--- src/bll_pkg.sv ---
// ----------------------------------------------------------------------------
// bll_pkg
// Shared types and codes for the bounded letter list engine: request and
// result beats, per-cell control, opcode and status codes, and the FSM states.
// ----------------------------------------------------------------------------
package bll_pkg;

  // opcodes
  localparam logic [2:0] OP_SHOW   = 3'd0;
  localparam logic [2:0] OP_SEARCH = 3'd1;
  localparam logic [2:0] OP_FRONT  = 3'd2;
  localparam logic [2:0] OP_BACK   = 3'd3;
  localparam logic [2:0] OP_AT     = 3'd4;

  // status codes
  localparam logic [1:0] STAT_OK      = 2'd0;
  localparam logic [1:0] STAT_FULL    = 2'd1;
  localparam logic [1:0] STAT_BAD_POS = 2'd2;

  // reset contents and show length
  localparam int         RESET_COUNT = 5;
  localparam int         SHOW_LIMIT  = 16;
  localparam logic [7:0] LETTER_A    = 8'h41;

  // request beat
  typedef struct packed {
    logic [2:0] op;
    logic [7:0] letter;
    logic [4:0] slot;
  } bll_req_t;

  // result beat
  typedef struct packed {
    logic [1:0] status;
    logic       found;
    logic [4:0] where_found;
    logic [7:0] shown_letter;
    logic       last;
  } bll_res_t;

  // control broadcast to every cell
  typedef struct packed {
    logic       rotate;
    logic       insert;
    logic [7:0] letter;
  } bll_cell_ctrl_t;

  // controller states
  typedef enum logic {
    S_IDLE,
    S_WALK
  } bll_state_t;

endpackage

--- src/bounded_letter_list_engine.sv ---
// ----------------------------------------------------------------------------
// bounded_letter_list_engine
// Ordered list of byte letters held in a row of cells, with show, search
// and insert at front, back or a 1-based position.
// ----------------------------------------------------------------------------
// Usage:
//   A request beat (op, letter, slot) is taken at a clock edge with start high
//   and busy low. Result beats come out on result, each marked by strobe for
//   exactly one cycle; the receiver cannot hold them off.
//   On an insert the cells at and above the position load or shift up in
//   parallel and the single result beat shows in the cycle after the request;
//   busy stays low, so a new request may follow in the next cycle.
//   Show and search rotate the whole row of CAPACITY cells past the head
//   cell, one place per cycle, with busy high throughout, and the list ends
//   in its original order. Show emits one beat per held entry (at most 16)
//   as each passes the head, and marks the final beat with last. An empty
//   show gives one beat at once. Search gives one beat at the end of the
//   rotation.
//   Unknown opcodes are taken and ignored.
//   Reset loads A to E into the first cells (fewer if the row is shorter),
//   sets the count to match, and returns to idle; no clearing pass is needed.
// ----------------------------------------------------------------------------
module bounded_letter_list_engine import bll_pkg::*; #(
  parameter int CAPACITY = 16
) (
  input  logic     clk,
  input  logic     rst,
  input  logic     start,
  input  bll_req_t request,
  output logic     busy,
  output logic     strobe,
  output bll_res_t result
);

  localparam int CW         = $clog2(CAPACITY + 1);
  localparam int IW         = (CAPACITY > 1) ? $clog2(CAPACITY) : 1;
  localparam int SW         = (CW > 5) ? CW + 1 : 6;
  localparam int RESET_FILL = (CAPACITY < RESET_COUNT) ? CAPACITY : RESET_COUNT;

  localparam logic [CW-1:0] CAP_C   = CW'(CAPACITY);
  localparam logic [IW-1:0] LAST_IX = IW'(CAPACITY - 1);

  bll_state_t     state, state_next;
  logic [IW-1:0]  cnt;
  logic [CW-1:0]  fill;
  logic           walk_show;
  logic [7:0]     key;
  logic [CW-1:0]  walk_n;
  logic           hit;
  logic [CW-1:0]  hit_pos;

  logic [7:0]     vals [CAPACITY];
  bll_cell_ctrl_t ctrl;
  logic [CW-1:0]  ins_pos;

  logic           accept, is_insert, full, slot_ok, ins_ok;
  logic [CW-1:0]  show_n, pos_c;
  logic           within_fill, within_n, hit_now, last_step;
  logic           emit;
  bll_res_t       res_next;

  // row of cells, head at index zero, ring closed for rotation
  for (genvar g = 0; g < CAPACITY; g++) begin : g_cell
    logic [7:0] below;
    if (g == 0) begin : g_head
      assign below = 8'h00;
    end else begin : g_body
      assign below = vals[g-1];
    end
    bll_cell #(.CW(CW), .IDX(g)) u_cell (
      .clk     (clk),
      .rst     (rst),
      .ctrl    (ctrl),
      .ins_pos (ins_pos),
      .below   (below),
      .above   (vals[(g + 1) % CAPACITY]),
      .value   (vals[g])
    );
  end

  // request decode
  assign accept    = start && !busy;
  assign is_insert = (request.op == OP_FRONT) || (request.op == OP_BACK) ||
                     (request.op == OP_AT);
  assign full      = (fill == CAP_C);
  assign slot_ok   = (SW'(request.slot) != SW'(0)) &&
                     (SW'(request.slot) <= SW'(fill) + SW'(1));
  assign ins_ok    = accept && is_insert && !full &&
                     ((request.op != OP_AT) || slot_ok);
  assign show_n    = (SW'(fill) > SW'(SHOW_LIMIT)) ? CW'(SHOW_LIMIT) : fill;

  // insert position, 0-based
  always_comb begin
    unique case (request.op)
      OP_FRONT: ins_pos = '0;
      OP_BACK:  ins_pos = fill;
      default:  ins_pos = CW'(request.slot - 5'd1);
    endcase
  end

  // walk bookkeeping
  assign pos_c       = CW'(cnt) + CW'(1);
  assign within_fill = (CW'(cnt) < fill);
  assign within_n    = (CW'(cnt) < walk_n);
  assign hit_now     = !walk_show && !hit && within_fill && (vals[0] == key);
  assign last_step   = (cnt == LAST_IX);

  // next state
  always_comb begin
    state_next = state;
    unique case (state)
      S_IDLE: begin
        if (accept && (((request.op == OP_SHOW) && (show_n != '0)) ||
                       (request.op == OP_SEARCH))) begin
          state_next = S_WALK;
        end
      end
      S_WALK: begin
        if (last_step) begin
          state_next = S_IDLE;
        end
      end
      default: state_next = S_IDLE;
    endcase
  end

  // fsm outputs
  always_comb begin
    busy        = (state == S_WALK);
    ctrl.rotate = (state == S_WALK);
    ctrl.insert = ins_ok;
    ctrl.letter = request.letter;
  end

  // result beat selection
  always_comb begin
    emit     = 1'b0;
    res_next = '0;
    res_next.last = 1'b1;
    if (state == S_IDLE) begin
      if (accept) begin
        unique case (request.op) inside
          OP_SHOW: begin
            emit = (show_n == '0);
          end
          OP_FRONT, OP_BACK, OP_AT: begin
            emit = 1'b1;
            if (full) begin
              res_next.status = STAT_FULL;
            end else if ((request.op == OP_AT) && !slot_ok) begin
              res_next.status = STAT_BAD_POS;
            end else begin
              res_next.status = STAT_OK;
            end
          end
          default: emit = 1'b0;
        endcase
      end
    end else if (walk_show) begin
      emit                  = within_n;
      res_next.where_found  = 5'(pos_c);
      res_next.shown_letter = vals[0];
      res_next.last         = (pos_c == walk_n);
    end else begin
      emit                 = last_step;
      res_next.found       = hit || hit_now;
      res_next.where_found = hit ? 5'(hit_pos) : (hit_now ? 5'(pos_c) : 5'd0);
    end
  end

  // control registers
  always_ff @(posedge clk) begin
    if (rst) begin
      state  <= S_IDLE;
      fill   <= CW'(RESET_FILL);
      cnt    <= '0;
      hit    <= 1'b0;
      strobe <= 1'b0;
    end else begin
      state  <= state_next;
      strobe <= emit;
      if (ins_ok) begin
        fill <= fill + CW'(1);
      end
      if (state == S_IDLE) begin
        cnt <= '0;
        hit <= 1'b0;
      end else begin
        cnt <= cnt + IW'(1);
        if (hit_now) begin
          hit <= 1'b1;
        end
      end
    end
  end

  // payload registers
  always_ff @(posedge clk) begin
    if (accept) begin
      walk_show <= (request.op == OP_SHOW);
      key       <= request.letter;
      walk_n    <= show_n;
    end
    if (hit_now) begin
      hit_pos <= pos_c;
    end
    if (emit) begin
      result <= res_next;
    end
  end

  // count never passes the row length
  a_fill_bound: assert property (@(posedge clk) disable iff (rst)
    fill <= CAP_C)
    else $error("fill count above capacity");

  // an insert into a full list reports full on the next beat
  a_full_report: assert property (@(posedge clk) disable iff (rst)
    accept && is_insert && full |=> strobe && (result.status == STAT_FULL))
    else $error("full insert not reported");

  // an insert never lands during a walk
  a_no_insert_walk: assert property (@(posedge clk) disable iff (rst)
    busy |-> !ctrl.insert)
    else $error("insert during rotation");

  // the walk ends after one full turn of the ring
  a_walk_end: assert property (@(posedge clk) disable iff (rst)
    (state == S_WALK) && last_step |=> (state == S_IDLE))
    else $error("walk did not end after one turn");

  // a search gives exactly one beat, marked last, at the end of the turn
  a_search_beat: assert property (@(posedge clk) disable iff (rst)
    (state == S_WALK) && !walk_show && last_step |=> strobe && result.last)
    else $error("search result missing");

endmodule

--- src/bll_cell.sv ---
// ----------------------------------------------------------------------------
// bll_cell
// One list entry. Rotates toward the head during a walk, or on an insert
// either loads the new letter, takes the entry from the cell below it, or holds.
// ----------------------------------------------------------------------------
module bll_cell import bll_pkg::*; #(
  parameter int CW  = 5,
  parameter int IDX = 0
) (
  input  logic           clk,
  input  logic           rst,
  input  bll_cell_ctrl_t ctrl,
  input  logic [CW-1:0]  ins_pos,
  input  logic [7:0]     below,
  input  logic [7:0]     above,
  output logic [7:0]     value
);

  localparam logic [7:0]    RESET_VAL = (IDX < RESET_COUNT) ? 8'(LETTER_A + IDX) : 8'h00;
  localparam logic [CW-1:0] MY_POS    = CW'(IDX);

  // entry register: rotate, load or shift up
  always_ff @(posedge clk) begin
    if (rst) begin
      value <= RESET_VAL;
    end else if (ctrl.rotate) begin
      value <= above;
    end else if (ctrl.insert) begin
      if (MY_POS == ins_pos) begin
        value <= ctrl.letter;
      end else if (MY_POS > ins_pos) begin
        value <= below;
      end
    end
  end

endmodule
--- config.mk ---
export PLATFORM = sky130hd
export DESIGN_NAME = bounded_letter_list_engine
export DESIGN_NICKNAME = d
export VERILOG_FILES = /design/src/bll_pkg.sv /design/src/bounded_letter_list_engine.sv /design/src/bll_cell.sv
export SDC_FILE = /design/constraint.sdc
export NUM_CORES = 1
export LEC_CHECK = 0
export BUFFER_PORTS_ARGS = -buffer_cell sky130_fd_sc_hd__buf_2
export CORE_MARGIN = 2
export CORE_UTILIZATION = 56
export DETAILED_ROUTE_END_ITERATION = 8
export PLACE_DENSITY = 0.76
export SLEW_MARGIN = 20
export SYNTH_ARGS = -nofsm -noshare
export SYNTH_HDL_FRONTEND = slang
export SYNTH_SLANG_ARGS = --single-unit
--- constraint.sdc ---
create_clock -name clk -period 3.1 [get_ports clk]
set_input_delay 0.62 -clock clk [delete_from_list [all_inputs] [get_ports clk]]
set_output_delay 0.62 -clock clk [all_outputs]
set_load 0.01 [all_outputs]
======== Word-level counts from Yosys, hierarchy flattened ========
Index checks and enable logic that the tools add are counted.
storage, ports and cells
  bits in registers ....................... 176
  output and inout port bits .............. 19
  word-level logic and storage cells ...... 226
operators by class
  equality and inequality tests ........... 24
  muxes and demuxes ....................... 78
  order comparisons ....................... 20
  reductions and logical operators ........ 65
  add/sub/neg operators ................... 5
  bitwise logic cells ..................... 3
operators by type and width
  operator               count
  $mux W8                64
  $reduce_bool A3 Y1     16
  $eq A4 B5 Y1 const A   8
  $gt A4 B5 Y1 const A   8
  $reduce_and A2 Y1      17
  $eq A3 B5 Y1 const A   4
  $gt A3 B5 Y1 const A   4
  $mux W5                4
  $logic_and A1 B1 Y1    11
  $eq A2 B5 Y1 const A   2
  $gt A1 B5 Y1 const A   2
  $gt A2 B5 Y1 const A   2
  $logic_not A5 Y1       2
  $lt A4 B5 Y1           2
  $pmux W5 S2            1
  $reduce_bool A5 Y1     2
  $eq A8 B8 Y1           1
  $add A5 B1 Y6 const B  1
  $eq A3 B2 Y1 const B   2
  $le A5 B6 Y1           1
  $mux W1                6
  $reduce_or A3 Y1       2
  $add A4 B1 Y5 const B  1
  $add A5 B1 Y5 const B  1
  19 further kinds       31

======== Logic depth before layout (Yosys ltp) ========
Gate-level depths: netlist of run 1.
  depth after elaboration ................. 8
  gate-level depth with buffers ........... 14
  depth with buffers taken out ............ 11

======== Cells and area by module ========
Synthesis of run 1 repeated with hierarchy kept, for this count alone.
second synthesis, totals
  cell total of the unflattened synthesis .. 1183
  area, all modules ....................... 10869.2 sq um
by module, submodules not included
  module                         times used  area each (sq um)  cells an instance  sequential area each (sq um)
  bounded_letter_list_engine     1           2561.2             244                1321.3
  bll_cell at g_cell[9].u_cell   1           615.6              64                 160.2
  bll_cell at g_cell[3].u_cell   1           580.6              70                 160.2
  bll_cell at g_cell[5].u_cell   1           550.5              67                 160.2
  bll_cell at g_cell[13].u_cell  1           538.0              61                 160.2
  bll_cell at g_cell[14].u_cell  1           530.5              55                 160.2
  bll_cell at g_cell[15].u_cell  1           529.3              63                 160.2
  bll_cell at g_cell[1].u_cell   1           525.5              56                 160.2
  bll_cell at g_cell[8].u_cell   1           521.8              58                 160.2
  bll_cell at g_cell[2].u_cell   1           516.7              54                 160.2
  bll_cell at g_cell[4].u_cell   1           513.0              58                 160.2
  bll_cell at g_cell[7].u_cell   1           513.0              62                 160.2
  bll_cell at g_cell[11].u_cell  1           503.0              50                 160.2
  bll_cell at g_cell[12].u_cell  1           503.0              68                 160.2
  3 more rows                    n/a         n/a                n/a                n/a

======== Worst setup path after synthesis of run 1 ========
No wires, ideal clock.
  path kind ............................... input to register
  from .................................... input port start
  to ...................................... register g_cell[3].u_cell.value[2]
  path buffers ............................ 2
  library setup time ...................... 0.120 ns
  required time ........................... 2.980 ns
  stages .................................. 8
  setup slack ............................. -0.141 ns
  arrival ................................. 3.121 ns
  cells stage by stage .................... nor2b_1 -> o31ai_1 -> a211o_1 -> nor4_1 -> buf_2 -> buf_2 -> a211oi_1 -> a211o_1
on the way
  longest elaborated chain between the ends .. 6
ends and longest elaborated chain
  element                              line                              source
  start: declaration                   bounded_letter_list_engine.sv:28  input logic start,
  $logic_and A1 B1 Y1                  bounded_letter_list_engine.sv:82  assign accept = start && !busy;
  $logic_and A1 B1 Y1 (3 in a row)     bounded_letter_list_engine.sv:88  assign ins_ok = accept && is_insert && !full &&
  $reduce_bool A2 Y1 (no source line)  n/a
  $reduce_and A2 Y1 (no source line)   n/a
  end signal: assignment               bll_cell.sv:27                    value <= above;
  end signal: assignment               bll_cell.sv:30                    value <= ctrl.letter;
  end signal: assignment               bll_cell.sv:32                    value <= below;
  end: declaration                     bll_cell.sv:16                    output logic [7:0] value
No other way between the ends.
A chain may end at the register's enable or synchronous reset.

======== Final worst setup path of run 1 ========
  from .................................... register fill[1]
  to ...................................... register g_cell[13].u_cell.value[4]
on the way
  longest elaborated chain between the ends .. 7
  elaborated cells between the ends (all ways) .. 17
  those cells by class .................... add/sub: 1; order compare: 2; eq/ne: 2; mux: 4; reduce/logical: 8
ends and longest elaborated chain
  element                              line                               source
  start: declaration                   bounded_letter_list_engine.sv:45   logic [CW-1:0] fill;
  start signal: assignment             bounded_letter_list_engine.sv:175  fill <= CW'(RESET_FILL);
  start signal: assignment             bounded_letter_list_engine.sv:183  fill <= fill + CW'(1);
  $add A5 B1 Y6                        bounded_letter_list_engine.sv:87   (SW'(request.slot) <= SW'(fill) + SW'(1));
  $le A5 B6 Y1                         bounded_letter_list_engine.sv:87
  $logic_and A1 B1 Y1                  bounded_letter_list_engine.sv:86   assign slot_ok = (SW'(request.slot) != SW'(0)) &&
  $logic_or A1 B1 Y1                   bounded_letter_list_engine.sv:89   ((request.op != OP_AT) || slot_ok);
  $logic_and A1 B1 Y1                  bounded_letter_list_engine.sv:88
  $reduce_bool A2 Y1 (no source line)  n/a
  $reduce_and A2 Y1 (no source line)   n/a
  end signal: assignment               bll_cell.sv:27
  end signal: assignment               bll_cell.sv:30
  end signal: assignment               bll_cell.sv:32
  end: declaration                     bll_cell.sv:16
Several ways; a longest one is shown, not always the timed one. The select of a mux whose other input is x is not followed.

==> results of run 1 <==
-- metrics by stage --
step / setup slack (ns) / instance area, sq um / std cells
finish: 0.157 / 11000 / 1336
global route: -0.0229 / 11000 / 1336
CTS: -0.00403 / 10900 / 1334
detailed placement: -0.109 / 10300 / 1302
global placement: -0.0630 / 10300 / 1302
floorplan: 0.130 / 9680 / 1053
-- worst max-delay path, delay by kind of cell, from the launching register on --
kind,cells,cell delay [ns]
XOR/XNOR,1,0.17
buffers and inverters,2,0.40
adder cells (fa/ha/maj),2,0.48
AND/OR/NAND/NOR,3,0.26
flip-flops,1,0.37
AO/OA/AOI/OAI,5,1.15
-- logic make-up (layout without fill, tap and decap cells) --
kind of cell | after synthesis | count (layout)
DFF | 176 | 176
muxes | 98 | 98
buffers and inverters | 103 | 161
xor gates and xnor gates | 23 | 23
AOI/OAI and AO/OA | 355 | 355
and+or+nand+nor | 281 | 281
adders and majority gates | 17 | 17
-- layer usage --
metal  global-route usage [%]  vias up  part of all wire (%)
met1                     40.7     3996                    42
met2                     49.1      392                    47
met3                     5.72       58                   7.6
met4                     11.6        0                   2.6
met5                        0        -                     0
li1                         -     4007                     -
-- layout make-up --
class	count	area [sq um]
Sequential cell	176	3890
Clock buffer	17	425
Multi-Input combinational cell	774	5380
Clock inverter	15	150
Inverter	25	93.8
Fill cell	1444	6120
Timing Repair Buffer	104	767
Tap cell	225	282
-- state kept, by name (all words and copies together) (netlist names), 4 cells and up --
| name | flops |
|---|---|
| result | 17 |
| key | 8 |
| walk_n | 5 |
| cnt | 4 |
| fill | 5 |
| g_cell.u_cell.value | 128 |
| hit_pos | 5 |
-- final timing paths --
check             slack (ns)  cells past startpoint                         end
hold reg to reg         0.47                      2   g_cell[6].u_cell.value[4]
hold / removal          0.47                      2   g_cell[6].u_cell.value[4]
setup / recovery        0.16                     13  g_cell[13].u_cell.value[4]
setup reg to reg        0.16                     13  g_cell[13].u_cell.value[4]
-- power by group through the flow --
| stage | combinational [uW] | sequential (uW) | clock [uW] |
|---|---|---|---|
| floorplan | 505 | 2510 | 0 |
| global route | 839 | 2490 | 2230 |
| global placement | 727 | 2530 | 0 |
| CTS | 746 | 2480 | 2140 |
| finish | 773 | 2480 | 2130 |
| detailed placement | 738 | 2530 | 0 |
-- cells in the final DEF, fill, tap and decap left out, types with 15 or more instances in the layout --
master / instances
sky130_fd_sc_hd__edfxtp_1: 36
sky130_fd_sc_hd__clkbuf_16: 17
sky130_fd_sc_hd__dfxtp_1: 136
sky130_fd_sc_hd__o211ai_1: 30
sky130_fd_sc_hd__a22o_1: 31
sky130_fd_sc_hd__a21o_1: 17
sky130_fd_sc_hd__nor3_1: 18
sky130_fd_sc_hd__o21ai_0: 57
sky130_fd_sc_hd__a21oi_1: 86
sky130_fd_sc_hd__ha_1: 17
sky130_fd_sc_hd__buf_4: 60
sky130_fd_sc_hd__mux2_2: 40
sky130_fd_sc_hd__mux2i_1: 58
sky130_fd_sc_hd__nand2_1: 96
sky130_fd_sc_hd__buf_2: 37
sky130_fd_sc_hd__inv_1: 24
sky130_fd_sc_hd__nand2b_1: 31
sky130_fd_sc_hd__a22oi_1: 15
sky130_fd_sc_hd__a211oi_1: 18
sky130_fd_sc_hd__nor2_1: 61
-- repair_timing --
action | in CTS | in global routing
setup buffers | 0 | 2
resized for setup | 4 | 18
setup endpoints to repair | 27 | 105
pin swaps | 1 | 4
==> run_results.csv, run 1 <==
group,metric,value,unit
power_and_ir_drop,design_power_total,5380,uW
sta,max_clock_freq,0.340,GHz
global_route,number_of_global_route_vias_before_repair,8137,
worst_hold_path,hold_path_class,"register to register",
route,detailedRoute.firstPassIterationCount,6,
clock_network,clock_tree_from_tritoncts,"built",
power_and_ir_drop,vdd_ir_drop_max,481,uV
die,floorplan.die.height,135,um
global_route,grt_pass1_wl,43500,um
final_layout,area.growth.synth_to_final,13.6,%
clock_network,clk_latency,0.44,ns
synth,yosys-top-cells-area,"sky130_fd_sc_hd__dfxtp_1 29%, sky130_fd_sc_hd__edfxtp_1 11%, sky130_fd_sc_hd__mux2i_1 6.0%",
global_route,grtUsageTotal,30.4,%
power_and_ir_drop,power.clock.fraction,39.6,%
sta,finalWorstPathRequiredPeriod,2.94,ns
global_route,grt_start_max_net_pins,76,
synth,synth-adder-area-share,2.20,%
critical_path,crit_slowest_cell,"sky130_fd_sc_hd__dfxtp_2",
route,drc,0,
synth,postSynth.topFlopCell,"sky130_fd_sc_hd__dfxtp_1",
synth,main_combinational_cell_family_by_area_after_synthesis,"compound AO/OA/AOI/OAI gates",
power_and_ir_drop,comb_power_share,14.4,%
clock_network,clock_tree.htree_level_count,4,
synth,synthesis.instances,1053,
sta,timing.hold.ws,0.471,ns
synth,synth.yosys.seq_area_share,40.1,%
synth,synth.cells.most_frequent,"140 x sky130_fd_sc_hd__dfxtp_1, 96 x sky130_fd_sc_hd__nand2_1, 89 x sky130_fd_sc_hd__a21oi_1",
placement,place.port_buffers,37,
synth,synth-warning-count,0,
synth,fraction_of_the_mapped_netlist_area_in_compound_gates,25.5,%
power_and_ir_drop,swShare,28.7,%
critical_path,crit_chain,"ha_1, nand3_1, xor2_1, ha_1, nand3_1, o21bai_1, a211oi_2, buf_4, nor4b_4, buf_4, o21a_1, o21a_1, a22o_1",
sta,setup_tns,0,ns
sta,fin_worst_skew,0.00696,ns
worst_hold_path,hold_path.startpoint,"g_cell[6].u_cell.value[4]",
route,drt-wirelength-per-cell,20.2,um
placement,globalplace.congestion,0.963,
clock_network,clk_pin_slew_worst_paths,0.07,ns
synth,syn_area,0.00968,sq mm
clock_network,cts-buffers-inserted,17,
critical_path,start_kind,"register",
route,routed-via-count,8453,
die,die_width,135,um
die,num_rows,48,
final_layout,final_net_count,1134,
power_and_ir_drop,net_switching_component_of_the_power,1550,uW
synth,number_of_storage_elements_in_the_synthesis_netlist,176,
synth,synthesis.nets,1089,
clock_network,longest_clk_path_bufs,2,
global_route,antenna_found_initial,0,
sta,worst_slew_pin_slew,0.719,ns
synth,yosys-mux-area-fraction,10.7,%
die,fp.dieArea,0.0183,sq mm
sta,maxSlewHeadroom,52.1,%
synth,xor_xnor_share_of_the_synthesized_area,2.08,%
critical_path,endpoint_kind,"register",
die,effective_utilization_at_floorplan,56.5,%
synth,synth_area_leader_cell,"sky130_fd_sc_hd__dfxtp_1",
route,drt_first_iter_violations,764,
route,drtAntennaViolNets,0,
outcome,run_status,"finished clean",
clock_network,cts.root.buffer_cell,"sky130_fd_sc_hd__clkbuf_16",
clock_network,cts.sinks,176,
power_and_ir_drop,power_density,490,mW/mm^2
clock_network,cts_hold_buffers,0,
flow_run,timing.max_cap.violations,0,
sta,report.final.setup_viol,0,
power_and_ir_drop,sequential_power_share,46.1,%
critical_path,crit_required,3.43,ns
route,routed_wl,27000,um
synth,synth.avg_cell_area,9.19,sq um
sta,hold_violations,0,
placement,dp_hpwl,18500,um
final_layout,layout.core_utilization,64.2,%
synth,synth.top_cell.area_share,29.0,%
die,placeable_core_area,0.0171,sq mm
synth,ys_types,70,
critical_path,timing.critical_path.from,"fill[1]",
final_layout,post_route_cells_drive_above_1_share,20.7,%
critical_path,worst_path_largest_cell_delay,0.37,ns
power_and_ir_drop,internal_power,3840,uW
critical_path,worst-setup-path-type,"register to register",
critical_path,crit-reg2reg-launch,"fill[1]",
critical_path,critical_path_arrival,3.27,ns
route,viasPerCell,6.33,
sta,timing.final.crit_share,94.9,%
power_and_ir_drop,total_leakage_power,0.00421,uW
final_layout,num_antenna_cells,0,
sta,slew_violations,0,
synth,ys_async_sr_fraction,0,%
global_route,global_route.overflow_total,0,
critical_path,path_max_fanout,8,
synth,yosys.cell_count.top_type,"sky130_fd_sc_hd__dfxtp_1",
synth,synth-edff-count,36,
die,design.portCount,38,
synth,synth_simple_gate_area_share,14.3,%
No activity file was read; power rests on OpenSTA's default activity.
==> inputs of run 2 (changes only) <==
- clock period: 3.1 -> 2.4 ns (I/O delays scaled with it)
==> run 2 against run 1 <==
Against the previous run:
- the run now ends with negative setup slack left
- clock power is 39% higher
- sequential power grew 29%
- clock skew rose by 0.0091 ns
- non-clock buffer count up 85
- cell count up 6.4%
- critical path depth increased by 2
- die area did not move
- largest cell class unchanged
==> run_results.csv, run 2 (synthesis gave the netlist of run 1 again) <==
group,metric,value,unit
route,drtAntennaViolNets,0,
route,routed-via-count,9219,
final_layout,n_fill_cell,1141,
worst_hold_path,hold_depth,1,
final_layout,num_antenna_cells,0,
power_and_ir_drop,vdd_ir_drop_max,570,uV
global_route,antenna_found_initial,0,
die,fp.dieArea,0.0183,sq mm
outcome,failed_checks,"negative setup slack",
outcome,run_status,"complete, but fails checks",
clock_network,cts-buffers-inserted,17,
sta,fin_worst_skew,0.0160,ns
clock_network,clk_pin_slew_worst_paths,0.07,ns
route,detailedRoute.firstPassIterationCount,6,
clock_network,clock_tree_from_tritoncts,"built",
sta,slew_violations,0,
critical_path,endpoint_kind,"register",
final_layout,post_route_cells_drive_above_1_share,34.8,%
sta,setup_tns,-37.74,ns
route,drt-wirelength-per-cell,22.3,um
critical_path,start_kind,"register",
final_layout,final_cell_mix,"135 x sky130_fd_sc_hd__dfxtp_1, 114 x sky130_fd_sc_hd__buf_4, 87 x sky130_fd_sc_hd__nand2_1, 64 x sky130_fd_sc_hd__a21oi_1, 58 x sky130_fd_sc_hd__mux2i_1",
route,viasPerCell,6.48,
power_and_ir_drop,power_density,597,mW/mm^2
placement,dp_hpwl,20000,um
sta,timing.hold.ws,0.471,ns
global_route,grt_pass1_wl,49300,um
clock_network,cts.sinks,176,
die,placeable_core_area,0.0171,sq mm
power_and_ir_drop,total_leakage_power,0.00482,uW
die,design.portCount,38,
final_layout,area.growth.synth_to_final,31.1,%
sta,finalWorstPathRequiredPeriod,2.79,ns
sta,maxSlewHeadroom,55.5,%
final_layout,largest_register_ff_count,128,
die,floorplan.die.height,135,um
clock_network,cts_hold_buffers,0,
clock_network,longest_clk_path_bufs,2,
sta,timing.final.crit_share,116,%
critical_path,critical_path_arrival,3.13,ns
sta,report.final.setup_viol,133,
clock_network,cts.root.buffer_cell,"sky130_fd_sc_hd__clkbuf_16",
critical_path,worst-setup-path-type,"register to register",
die,die_width,135,um
clock_network,clk_latency,0.44,ns
die,effective_utilization_at_floorplan,56.5,%
sta,max_clock_freq,0.358,GHz
global_route,grt_start_max_net_pins,131,
global_route,grtUsageTotal,34.8,%
final_layout,multi_input_area,0.00615,sq mm
sta,hold_violations,0,
final_layout,ff_latch_area,0.00390,sq mm
route,drc,0,
placement,place.port_buffers,37,
global_route,number_of_global_route_vias_before_repair,9075,
critical_path,r2r_cells,15,
flow_run,timing.max_cap.violations,0,
clock_network,clock_tree.htree_level_count,4,
critical_path,path_max_fanout,8,
die,num_rows,48,
worst_hold_path,hold_path_class,"register to register",
final_layout,max_flop_register,"g_cell.u_cell.value",
sta,worst_slew_pin_slew,0.667,ns
sta,final_worst_path_setup_slack,-0.393,ns
final_layout,final_net_count,1220,
final_layout,biggestRegsByFlops,"g_cell.u_cell.value x128, result x17, key x8",
critical_path,crit_required,2.73,ns
sta,rsz0062_at_grt,"true",
route,routed_wl,31700,um
final_layout,layout_commonest_cell,"sky130_fd_sc_hd__dfxtp_1",
global_route,global_route.overflow_total,0,
placement,globalplace.congestion,0.954,
route,drt_first_iter_violations,804,
-- run 2: changes by cell type in the layout (fill, tap and decap cells not counted), moves of 8 or more --
cell and delta:
sky130_fd_sc_hd__o21ai_1 +16, sky130_fd_sc_hd__o21ai_0 -29, sky130_fd_sc_hd__a211oi_2 +9, sky130_fd_sc_hd__o21ai_2 +10
sky130_fd_sc_hd__a21oi_1 -22, sky130_fd_sc_hd__o221ai_2 +8, sky130_fd_sc_hd__nand2_1 -9, sky130_fd_sc_hd__a21oi_2 +18
sky130_fd_sc_hd__o221ai_1 -8, sky130_fd_sc_hd__buf_6 +19, sky130_fd_sc_hd__buf_4 +54, sky130_fd_sc_hd__a211oi_1 -11
sky130_fd_sc_hd__buf_12 +9
-- run 2: worst paths after layout --
check                                    to  slack, ns                 startpoint
setup / recovery  g_cell[7].u_cell.value[0]      -0.39                    fill[1]
hold / removal    g_cell[7].u_cell.value[6]       0.47  g_cell[8].u_cell.value[6]
setup reg to reg  g_cell[7].u_cell.value[0]      -0.39                    fill[1]
hold reg to reg   g_cell[7].u_cell.value[6]       0.47  g_cell[8].u_cell.value[6]
-- run 2: per-layer routing --
layer / share of wire (%) / wire length, um / global-route usage [%]
met5: 0 / 0 / 0
met4: 4.9 / 1560 / 18.6
met3: 7.4 / 2340 / 6.17
met2: 47 / 15000 / 57.3
met1: 40 / 12800 / 43.7
-- run 2: power by group --
group / internal [uW] / total [uW] / switching, uW
sequential: 3120 / 3210 / 89.4
combinational: 593 / 1400 / 809
clock: 1750 / 2970 / 1220
total: 5460 / 7580 / 2120
-- run 2: cell type report --
| class | count | area share [%] |
|---|---|---|
| clock buffer | 19 | 3.41 |
| inverter | 25 | 0.759 |
| timing repair buffer | 189 | 12.9 |
| multi-input combinational | 775 | 48.5 |
| clock inverter | 13 | 1.46 |
| sequential | 176 | 30.7 |
| tap | 225 | 2.22 |
-- run 2: timing repair --
item | in CTS | in global routing
pin swaps | 51 | 26
buffers inserted | 19 | 2
resized for setup | 124 | 38
gates cloned | 4 | 1
endpoints found under the setup margin | 130 | 133
-- run 2: worst max-delay path, stage by stage, from the launching register on --
cell,delay [ns]
sky130_fd_sc_hd__dfxtp_4,0.37
sky130_fd_sc_hd__ha_4,0.17
sky130_fd_sc_hd__buf_6,0.13
sky130_fd_sc_hd__xnor2_4,0.13
sky130_fd_sc_hd__ha_2,0.32
sky130_fd_sc_hd__nand3_2,0.11
sky130_fd_sc_hd__o21bai_4,0.21
sky130_fd_sc_hd__a211oi_4,0.24
sky130_fd_sc_hd__buf_12,0.16
sky130_fd_sc_hd__buf_4,0.11
sky130_fd_sc_hd__nor3_2,0.04
sky130_fd_sc_hd__buf_6,0.14
sky130_fd_sc_hd__buf_8,0.15
sky130_fd_sc_hd__o21ai_1,0.18
sky130_fd_sc_hd__a21oi_1,0.07
sky130_fd_sc_hd__a21o_1,0.15
-- run 2: through the flow --
stage | cells | worst slack [ns] | total power, uW | utilization [%] | cell area, sq um
2_1_floorplan | 1053 | -0.211 | 3970 | - | 9980
3_3_place_gp | 1367 | -0.467 | 4380 | 64.9 | 11100
3_5_place_dp | 1367 | -0.464 | 4410 | 64.9 | 11100
4_1_cts | 1420 | -0.316 | 7470 | 72.7 | 12400
5_1_grt | 1422 | -0.492 | 7800 | 74.1 | 12700
6_report | 1422 | -0.393 | 7580 | 74.1 | 12700
==> inputs of run 3 (changes only) <==
- CELL_PAD_IN_SITES_DETAIL_PLACEMENT: not set -> 0
- CELL_PAD_IN_SITES_GLOBAL_PLACEMENT: not set -> 1
- CORE_MARGIN: 2 -> 1.5
- CORE_UTILIZATION: 56 -> 49
- PLACE_DENSITY: 0.76 -> 0.81
- clock period: 2.4 -> 3.13 ns (I/O delays scaled with it)
==> run 3 against run 2 <==
Against the previous run:
- the run now ends clean
- via count fell by 10%
- combinational power fell by 45%
- setup slack improved by 0.59 ns
- count of clock-buffer cells in the layout fell by 2
- critical endpoint is now g_cell[12].u_cell.value[7]
- largest cell class unchanged
==> run_results.csv, run 3 (synthesis gave the netlist of run 1 again) <==
group,metric,value,unit
die,design.portCount,38,
clock_network,clk_latency,0.44,ns
final_layout,final_cells,1381,
sta,slew_violations,0,
critical_path,start_kind,"register",
power_and_ir_drop,power_density,489,mW/mm^2
critical_path,path_max_fanout,8,
critical_path,critical_path_arrival,3.26,ns
placement,globalplace.congestion,0.892,
outcome,run_status,"finished clean",
final_layout,final_net_count,1139,
flow_run,timing.max_cap.violations,0,
final_layout,final_cell_mix,"137 x sky130_fd_sc_hd__dfxtp_1, 96 x sky130_fd_sc_hd__nand2_1, 89 x sky130_fd_sc_hd__a21oi_1, 65 x sky130_fd_sc_hd__buf_4, 63 x sky130_fd_sc_hd__nor2_1",
sta,report.final.setup_viol,0,
route,drc,0,
sta,setup_tns,0,ns
sta,finalWorstPathRequiredPeriod,2.93,ns
global_route,antenna_found_initial,0,
route,drtAntennaViolNets,0,
route,drt-wirelength-per-cell,20.4,um
power_and_ir_drop,vdd_ir_drop_max,384,uV
final_layout,post_route_cells_drive_above_1_share,20.4,%
power_and_ir_drop,total_leakage_power,0.00422,uW
route,viasPerCell,6.01,
route,drt_first_iter_violations,618,
global_route,grt_start_max_net_pins,189,
placement,placed_cells_incl_taps,1347,
final_layout,biggestRegsByFlops,"g_cell.u_cell.value x128, result x17, key x8",
final_layout,num_antenna_cells,0,
global_route,grtUsageTotal,28.1,%
clock_network,cts.sinks,176,
route,routed-via-count,8297,
sta,timing.final.crit_share,93.7,%
critical_path,crit_required,3.45,ns
die,fp.dieArea,0.0206,sq mm
placement,dp_hpwl,19500,um
clock_network,clk_pin_slew_worst_paths,0.07,ns
sta,final_worst_path_setup_slack,0.197,ns
sta,maxSlewHeadroom,43.8,%
worst_hold_path,hold_path_class,"register to register",
global_route,global_route.overflow_total,0,
placement,place.port_buffers,37,
die,num_rows,51,
clock_network,clock_tree.htree_level_count,4,
worst_hold_path,hold_depth,2,
clock_network,longest_clk_path_bufs,2,
route,routed_wl,28200,um
critical_path,endpoint_kind,"register",
critical_path,worst-setup-path-type,"register to register",
route,detailedRoute.firstPassIterationCount,6,
sta,max_clock_freq,0.341,GHz
global_route,grt_pass1_wl,44000,um
die,placeable_core_area,0.0194,sq mm
sta,fin_worst_skew,0.00871,ns
die,floorplan.die.height,144,um
critical_path,r2r_cells,12,
sta,hold_violations,0,
clock_network,cts-buffers-inserted,17,
power_and_ir_drop,design_power_total,5410,uW
placement,dp_worst_setup_slack,0.0564,ns
die,effective_utilization_at_floorplan,49.9,%
sta,worst_slew_pin_slew,0.842,ns
global_route,number_of_global_route_vias_before_repair,7655,
die,die_width,144,um
final_layout,area.growth.synth_to_final,14.4,%
clock_network,cts.root.buffer_cell,"sky130_fd_sc_hd__clkbuf_16",
sta,rsz0062_at_grt,"false",
final_layout,layout_commonest_cell,"sky130_fd_sc_hd__dfxtp_1",
final_layout,max_flop_register,"g_cell.u_cell.value",
clock_network,clock_tree_from_tritoncts,"built",
final_layout,largest_register_ff_count,128,
==> run 3: worst max-delay path, stage by stage (launching register included) <==
cell	delay, ns
sky130_fd_sc_hd__dfxtp_2	0.38
sky130_fd_sc_hd__inv_1	0.11
sky130_fd_sc_hd__ha_1	0.33
sky130_fd_sc_hd__inv_1	0.05
sky130_fd_sc_hd__ha_1	0.28
sky130_fd_sc_hd__nor2b_1	0.13
sky130_fd_sc_hd__o21bai_1	0.19
sky130_fd_sc_hd__a211oi_2	0.14
sky130_fd_sc_hd__nor4b_4	0.29
sky130_fd_sc_hd__buf_4	0.20
sky130_fd_sc_hd__o21ai_0	0.14
sky130_fd_sc_hd__and2_1	0.30
sky130_fd_sc_hd__a22o_1	0.28
==> run 3: final cells by class <==
class                   count  area (sq um)
clock inverters            15           176
multi-input cells         774          5340
well taps                 265           332
fillers                  1805          8330
flip-flops and latches    176          3890
repair buffers            109           813
inverters                  25          93.8
clock buffers              17           425
==> run 3: per-layer routing <==
metal	share of wire (%)	up-vias	GRT usage [%]
li1	-	4012	-
met1	46	3963	39.3
met2	45	272	43.8
met3	5.5	50	4.13
met4	3.3	0	10.9
met5	0	-	0
==> run 3: worst paths after layout <==
check                                                from                    endpoint  slack, ns
worst max register to register                    fill[0]  g_cell[12].u_cell.value[7]       0.20
worst min register to register  g_cell[6].u_cell.value[4]   g_cell[6].u_cell.value[4]       0.46
worst max-delay path                              fill[0]  g_cell[12].u_cell.value[7]       0.20
worst min-delay path            g_cell[6].u_cell.value[4]   g_cell[6].u_cell.value[4]       0.46
==> run 3: through the flow <==
| stage | hold slack (ns) | instance area [sq um] | util, % |
|---|---|---|---|
| after global placement | 0.449 | 10400 | 53.8 |
| after CTS | 0.463 | 11000 | 56.9 |
| final | 0.464 | 11100 | 57.1 |
| after detailed placement | 0.445 | 10400 | 53.8 |
| after global routing | 0.484 | 11100 | 57.1 |
| after floorplan | 0.426 | 9680 | - |
==> run 3: timing repair <==
item,4_1_cts,5_1_grt
hold buffers,0,0
setup endpoints to repair,0,92
resized for setup,0,12
setup buffers,0,2
==> run 3: power breakdown <==
part | total (uW) | switching [uW] | internal [uW] | leakage (uW)
Combinational | 767 | 474 | 293 | 0.00247
Clock | 2190 | 985 | 1200 | 0.000283
Sequential | 2460 | 68.6 | 2390 | 0.00147
